<file path="src/design/oal_pkg.sv">
// shared types and constants for the ordered array list unit
package oal_pkg;

   localparam int DEPTH   = 64;
   localparam int POS_W   = 6;
   localparam int VAL_W   = 32;
   localparam int CNT_W   = 7;
   localparam int FUNC_W  = 2;
   localparam int STAT_W  = 2;
   localparam int REQ_DW  = 40;
   localparam int RSP_DW  = 40;
   localparam logic [CNT_W-1:0] CAP_RESET = CNT_W'(64);
   localparam logic [CNT_W-1:0] DEPTH_CNT = CNT_W'(DEPTH);

   typedef enum logic [FUNC_W-1:0] {
      FUNC_INSERT = 2'd0,
      FUNC_GET    = 2'd1,
      FUNC_DELETE = 2'd2,
      FUNC_CLEAR  = 2'd3
   } func_type;

   typedef enum logic [STAT_W-1:0] {
      ST_OK    = 2'd0,
      ST_FULL  = 2'd1,
      ST_RANGE = 2'd2
   } status_type;

   typedef enum logic [1:0] {
      CELL_HOLD       = 2'd0,
      CELL_LOAD       = 2'd1,
      CELL_FROM_LOWER = 2'd2,
      CELL_FROM_UPPER = 2'd3
   } cell_cmd_type;

endpackage

</file>
<file path="src/design/oal_cell.sv">
// one list entry: holds, loads or takes its neighbor's entry
module oal_cell
   import oal_pkg::*;
(
   input  logic             clock,
   input  cell_cmd_type     cmd,
   input  logic [VAL_W-1:0] load_data,
   input  logic [VAL_W-1:0] lower_data,
   input  logic [VAL_W-1:0] upper_data,
   output logic [VAL_W-1:0] data
);

   logic [VAL_W-1:0] data_ff;
   logic [VAL_W-1:0] data_in;

   always_comb begin
      case (cmd)
         CELL_HOLD:       data_in = data_ff;
         CELL_LOAD:       data_in = load_data;
         CELL_FROM_LOWER: data_in = lower_data;
         CELL_FROM_UPPER: data_in = upper_data;
         default:         data_in = data_ff;
      endcase
   end

   always_ff @(posedge clock) begin
      data_ff <= data_in;
   end

   assign data = data_ff;

endmodule

</file>
<file path="src/design/ordered_array_list_unit.sv">
// top level of the ordered array list unit: control, cell row and result register
// a result is written into the output register when its request transfers
// throughput: one request per cycle unless the receiver stalls; the cell row shifts all entries in parallel
// a request is taken whenever the output register is empty or being emptied
// reset: synchronous, clears the length, the output register valid and sets capacity to 64
// entry contents are not cleared; only entries below the length are ever read
module ordered_array_list_unit
   import oal_pkg::*;
(
   input  logic              clock,
   input  logic              reset,
   input  logic              req_tvalid,
   output logic              req_tready,
   input  logic [REQ_DW-1:0] req_tdata,   // pos[5:0], value[37:6], zero pad
   input  logic [FUNC_W-1:0] req_tuser,   // func[1:0]
   output logic              rsp_tvalid,
   input  logic              rsp_tready,
   output logic [RSP_DW-1:0] rsp_tdata,   // read_value[31:0], count[38:32], zero pad
   output logic [STAT_W-1:0] rsp_tuser,   // status[1:0]
   input  logic              csr_wr_en,
   input  logic [CNT_W-1:0]  csr_wr_data
);

   logic [CNT_W-1:0]  cap_ff, cap_in;
   logic [CNT_W-1:0]  len_ff, len_in;
   logic              rsp_valid_ff, rsp_valid_in;
   logic [VAL_W-1:0]  rsp_value_ff, rsp_value_in;
   logic [CNT_W-1:0]  rsp_count_ff, rsp_count_in;
   status_type        rsp_status_ff, rsp_status_in;

   logic              req_fire;
   func_type          func;
   logic [POS_W-1:0]  pos;
   logic [VAL_W-1:0]  value;
   logic [CNT_W-1:0]  pos_ext;
   logic [CNT_W-1:0]  cap_eff;
   logic [CNT_W-1:0]  ins_pos;
   logic              ins_ok;
   logic              del_ok;
   logic [VAL_W-1:0]  sel_data;
   logic [VAL_W-1:0]  cell_data [DEPTH];
   cell_cmd_type      cell_cmd  [DEPTH];

   assign func     = func_type'(req_tuser);
   assign pos      = req_tdata[POS_W-1:0];
   assign value    = req_tdata[POS_W +: VAL_W];
   assign pos_ext  = CNT_W'(pos);
   assign cap_eff  = (cap_ff > DEPTH_CNT) ? DEPTH_CNT : cap_ff;
   assign req_tready = !rsp_valid_ff || rsp_tready;
   assign req_fire = req_tvalid && req_tready;
   assign ins_pos  = (pos_ext > len_ff) ? len_ff : pos_ext;
   assign ins_ok   = req_fire && (func == FUNC_INSERT) && (len_ff < cap_eff)
                     && (pos_ext < cap_eff);
   assign del_ok   = req_fire && (func == FUNC_DELETE) && (pos_ext < len_ff);
   assign sel_data = cell_data[pos];

   for (genvar i = 0; i < DEPTH; i++) begin : g_cell
      localparam logic [CNT_W-1:0] IDX = CNT_W'(i);
      logic [VAL_W-1:0] lower;
      logic [VAL_W-1:0] upper;

      if (i == 0) begin : g_first
         assign lower = '0;
      end else begin : g_mid_lo
         assign lower = cell_data[i-1];
      end
      if (i == DEPTH - 1) begin : g_last
         assign upper = '0;
      end else begin : g_mid_hi
         assign upper = cell_data[i+1];
      end

      always_comb begin
         cell_cmd[i] = CELL_HOLD;
         if (ins_ok) begin
            if (IDX == ins_pos) begin
               cell_cmd[i] = CELL_LOAD;
            end else if ((IDX > ins_pos) && (IDX <= len_ff)) begin
               cell_cmd[i] = CELL_FROM_LOWER;
            end
         end else if (del_ok) begin
            if ((IDX >= pos_ext) && (IDX + CNT_W'(1) < len_ff)) begin
               cell_cmd[i] = CELL_FROM_UPPER;
            end
         end
      end

      oal_cell u_cell (
         .clock      (clock),
         .cmd        (cell_cmd[i]),
         .load_data  (value),
         .lower_data (lower),
         .upper_data (upper),
         .data       (cell_data[i])
      );
   end

   always_comb begin
      cap_in        = csr_wr_en ? csr_wr_data : cap_ff;
      len_in        = len_ff;
      rsp_valid_in  = rsp_valid_ff && !rsp_tready;
      rsp_value_in  = rsp_value_ff;
      rsp_count_in  = rsp_count_ff;
      rsp_status_in = rsp_status_ff;
      if (req_fire) begin
         rsp_valid_in  = 1'b1;
         rsp_value_in  = '0;
         rsp_status_in = ST_OK;
         case (func)
            FUNC_INSERT: begin
               if (len_ff >= cap_eff) begin
                  rsp_status_in = ST_FULL;
               end else if (pos_ext >= cap_eff) begin
                  rsp_status_in = ST_RANGE;
               end else begin
                  len_in = len_ff + CNT_W'(1);
               end
            end
            FUNC_GET: begin
               if (pos_ext >= len_ff) begin
                  rsp_status_in = ST_RANGE;
               end else begin
                  rsp_value_in = sel_data;
               end
            end
            FUNC_DELETE: begin
               if (pos_ext >= len_ff) begin
                  rsp_status_in = ST_RANGE;
               end else begin
                  rsp_value_in = sel_data;
                  len_in       = len_ff - CNT_W'(1);
               end
            end
            FUNC_CLEAR: begin
               len_in = '0;
            end
            default: begin
               len_in = len_ff;
            end
         endcase
         rsp_count_in = len_in;
      end
   end

   always_ff @(posedge clock) begin
      if (reset) begin
         cap_ff       <= CAP_RESET;
         len_ff       <= '0;
         rsp_valid_ff <= 1'b0;
      end else begin
         cap_ff       <= cap_in;
         len_ff       <= len_in;
         rsp_valid_ff <= rsp_valid_in;
      end
   end

   always_ff @(posedge clock) begin
      rsp_value_ff  <= rsp_value_in;
      rsp_count_ff  <= rsp_count_in;
      rsp_status_ff <= rsp_status_in;
   end

   assign rsp_tvalid = rsp_valid_ff;
   assign rsp_tdata  = RSP_DW'({rsp_count_ff, rsp_value_ff});
   assign rsp_tuser  = rsp_status_ff;

   a_len_bound: assert property (@(posedge clock) disable iff (reset)
      len_ff <= DEPTH_CNT)
      else $error("list length above store depth");

   a_clear_empties: assert property (@(posedge clock) disable iff (reset)
      req_fire && (func == FUNC_CLEAR) |=> (len_ff == '0) && (rsp_count_ff == '0))
      else $error("clear did not empty the list");

   a_insert_grows: assert property (@(posedge clock) disable iff (reset)
      ins_ok |=> (len_ff == $past(len_ff) + CNT_W'(1)) && (rsp_status_ff == ST_OK))
      else $error("successful insert did not grow the list");

   a_delete_shrinks: assert property (@(posedge clock) disable iff (reset)
      del_ok |=> (len_ff == $past(len_ff) - CNT_W'(1)) && (rsp_count_ff == len_ff))
      else $error("successful delete did not shrink the list");

   a_fail_no_value: assert property (@(posedge clock) disable iff (reset)
      rsp_valid_ff && (rsp_status_ff != ST_OK) |-> (rsp_value_ff == '0))
      else $error("failed operation returned a value");

endmodule

</file>
<file path="config.mk">
export PLATFORM = sky130hd
export DESIGN_NAME = ordered_array_list_unit
export DESIGN_NICKNAME = d
export VERILOG_FILES = /design/src/design/oal_pkg.sv /design/src/design/oal_cell.sv /design/src/design/ordered_array_list_unit.sv
export SDC_FILE = /design/constraint.sdc
export NUM_CORES = 2
export LEC_CHECK = 0
export BUFFER_PORTS_ARGS = -buffer_cell sky130_fd_sc_hd__buf_2
export CAP_MARGIN = 20
export CORE_MARGIN = 2
export CORE_UTILIZATION = 40
export CTS_BUF_LIST = sky130_fd_sc_hd__clkbuf_16
export CTS_CLUSTER_DIAMETER = 40
export DETAILED_ROUTE_END_ITERATION = 10
export MAX_ROUTING_LAYER = met4
export PLACE_DENSITY = 0.63
export RECOVER_POWER = 50
export SETUP_SLACK_MARGIN = 0.02
export SLEW_MARGIN = 30
export SYNTH_ARGS = -nofsm -noshare
export SYNTH_HDL_FRONTEND = slang
export SYNTH_SLANG_ARGS = --single-unit
</file>
<file path="constraint.sdc">
create_clock -name clock -period 7.7 [get_ports clock]
set_input_delay 0.77 -clock clock [delete_from_list [all_inputs] [get_ports clock]]
set_output_delay 0.77 -clock clock [all_outputs]
set_load 0.02 [all_outputs]
</file>
==> results_dict.tcl <==
set metrics [dict create \
    pwr_density_cell_nw_per_um2 244 \
    cts_resized 0 \
    ys_ff_latch 2104 \
    max_freq_ghz 0.148 \
    hold_viol 0 \
    grt_pass1_vias 92600 \
    cellLeakagePower_uw 0.0440 \
    initial_core_util_pct 40.3 \
    core-area_um2 294000 \
    drt.antenna.violating_nets 0 \
    worst_slew_pin_slew_ns 3.57 \
    synth_cells 9283 \
    drc 0 \
    stdcell_area_um2 137000 \
    critPathKind "reg -> reg" \
    post-route-min-period_ns 6.76 \
    regArea_um2 63000 \
    p_comb_share_pct 10.6 \
    drt_iter0_drc 18500 \
    hold_class "in -> reg" \
    cap_violations 30 \
    violations "capacitance limit, slew limit" \
    wire_per_inst_um 43.2 \
    r2r_cells 14 \
    p_clk_share_pct 50.5 \
    die_area_um2 301000 \
    cts_buffer_depth 4 \
    multi_input_area_um2 51700 \
    area_growth_pct 15.4 \
    cts_setup_buffers 0 \
    syn-num-nets 9366 \
    grt_max_degree 99 \
    globalplace.congestion 1.08 \
    cts_root_buffer "clkbuf_16" \
    p_int_uw 24400 \
    grt_pass1_wl_um 782000 \
    ys_dominant_reg_cell "edfxtp_1" \
    cp_data_arrival_time_ns 7.51 \
    overflow 0 \
    ir_worst_vdd_mv 0.224 \
    netlist-cell-type-count 96 \
    ys_async_sr_fraction_pct 0 \
    cts_tree "done" \
    finalSetupViolations 0 \
    cts_hold_buf 0 \
    dr.pass1.iters 9 \
    fp.dieW_um 548 \
    dp_hpwl_um 361000 \
    cts_buffers 363 \
    startpoint_type "flip-flop" \
    io_pins 98 \
    period_share_pct 87.8 \
    drt_wl_total_um 575000 \
    grt_setup_unrepaired "false" \
    die_h_um 548 \
    synth.top_cell.area_share_pct 52.9 \
    drive_above_1_share_pct 21.5 \
    slew-limit-headroom_pct -138 \
    routed-via-count 98900 \
    rows 199 \
    min_path_cells 3 \
    post_dp_cell_area_um2 125000 \
    fill_cells 26000 \
    status "finished, violations left" \
    maxSlewViolCount 1042 \
    tns_ns 0 \
    avgViaCountPerCell 7.43 \
    crit_fanout 32 \
    nNetsFinal 9096 \
    gr-usage-all-layers_pct 38.3 \
    seq_area_frac_synth_pct 53.2 \
    antenna_found_initial 64 \
    final.setup_skew_ns 0.0965 \
    syn_area_um2 118000 \
    htreeDepth 5 \
    io_buffers 94 \
    r2r_setup_slack_ns 0.94 \
    worstSetupEndpointType "flip-flop" \
    ys_top_cells_by_area "edfxtp_1 (53%), mux4_2 (13%), a22oi_1 (7.4%)" \
    ys.warnings.count 0 \
    switching_share_pct 26.7 \
    clock_sink_count 2104 \
    synth-edff-count 2089 \
    avgSynthCellArea_um2 12.8 \
    seqPwrFrac_pct 38.9 \
    insertion_delay_ns 0.94 \
    power_switching_uw 8900 \
    synth_area_leader_cell "edfxtp_1" \
    cp.required_ns 8.45 \
    clk_pin_slew_ns 0.06 \
]
==> cell type report <==
class,count,share of cell area [%]
diodes,73,0.134
clock buffers,365,6.68
flip-flops and latches,2104,46.1
well taps,3919,3.59
repair buffers,529,2.94
inverters,93,0.261
clock inverters,307,2.53
multi-input cells,5922,37.8
==> per-stage QoR <==
step	power (uW)	instances	utilization, %	hold slack [ns]	worst slack, ns
3_5_place_dp	16600	12600	42.4	0.494	1.63
4_1_cts	33300	13200	46.7	0.0508	1.97
5_1_grt	33900	13300	46.5	0.0934	0.937
2_1_floorplan	15000	9283	-	0.452	0.254
3_3_place_gp	16600	12600	42.4	0.481	1.63
6_report	33300	13300	46.5	0.0797	0.939
==> worst paths after layout <==
| kind | startpoint | endpoint |
|---|---|---|
| min | csr_wr_data[6] | cap_ff[6]$_SDFFE_PP1P_ |
| max | len_ff[1]$_SDFFE_PP0P_ | g_cell[63].u_cell.data[22]$_DFFE_PP_ |
| min reg2reg | cap_ff[1]$_SDFFE_PP0P_ | cap_ff[1]$_SDFFE_PP0P_ |
| max reg2reg | len_ff[1]$_SDFFE_PP0P_ | g_cell[63].u_cell.data[22]$_DFFE_PP_ |
==> power groups by stage <==
stage	sequential (uW)	clock, uW	combinational, uW
2_1_floorplan	13100	0	1820
3_3_place_gp	13200	0	3400
3_5_place_dp	13200	0	3450
4_1_cts	12900	16900	3460
5_1_grt	13000	17400	3590
6_report	13000	16800	3540
==> cell usage after synthesis, types with 15 or more instances <==
library cell,n
edfxtp_1,2089
a22oi_1,1166
nand2_1,843
clkbuf_1,785
mux4_2,672
a221o_1,654
nor3_1,636
o31ai_1,515
o21ai_0,325
buf_2,223
nor2_1,164
buf_1,139
a21oi_1,107
mux2i_1,103
a22o_1,97
a21o_1,79
and2_1,73
inv_1,56
o21ai_1,42
a222oi_1,40
nand3_1,40
and3_1,39
clkinv_1,36
mux2_2,34
a211oi_1,31
ha_1,29
a31oi_1,22
dfxtp_1,15
==> state kept, by name (all words and copies together), names as in the netlist <==
| name | cells |
|---|---|
| rsp_value_ff | 32 |
| rsp_count_ff | 7 |
| rsp_tvalid | 1 |
| rsp_tuser | 2 |
| len_ff | 7 |
| cap_ff | 7 |
| g_cell.u_cell.data | 2048 |
==> cells in the final DEF, fill, tap and decap left out, drive strengths merged, types with 140 or more instances in the layout <==
master and n:
inv 166, mux4 672, buf 435, clkbuf 459
a22oi 1167, o21ai 368, edfxtp 2089, nor2 169
nand2 850, clkinv 140, a221o 654, o31ai 515
nor3 640
==> cells by family (layout without fill, tap and decap cells) <==
| family | count (synthesis) | after routing | share of synthesized area (%) |
|---|---|---|---|
| compound gates | 3201 | 3201 | 21.1 |
| xor+xnor | 2 | 2 | 0.0148 |
| fa+ha+maj | 29 | 29 | 0.306 |
| buf+inv | 1257 | 1294 | 4.28 |
| flops | 2104 | 2104 | 53.2 |
| mux | 809 | 809 | 14.0 |
| other cells | 1 | 74 | 0.00317 |
| simple gates | 1880 | 1880 | 7.16 |
==> worst max-delay path, cell delays in order, from the launching register on <==
cell and delay (ns):
dfxtp_1 0.33, buf_4 0.35, inv_1 0.31, ha_1 0.39, nand3_1 0.32, or2_0 0.52, o211ai_1 0.28, nand2_1 0.53
buf_4 0.39, nor3_1 0.21, clkbuf_1 0.87, a211oi_1 0.35, a31oi_4 0.26, clkbuf_2 1.11, a22o_1 0.27
==> routing by layer <==
metal  wire length [um]  GRT usage (%)  up-vias
li1                   -              -    38400
met1             193000           45.6    49600
met2             241000           52.9     9263
met3              92400           15.2     1673
met4              48700           26.3        0
met5                  0              -        -
Note: power is estimated with default switching activity, not from simulation.
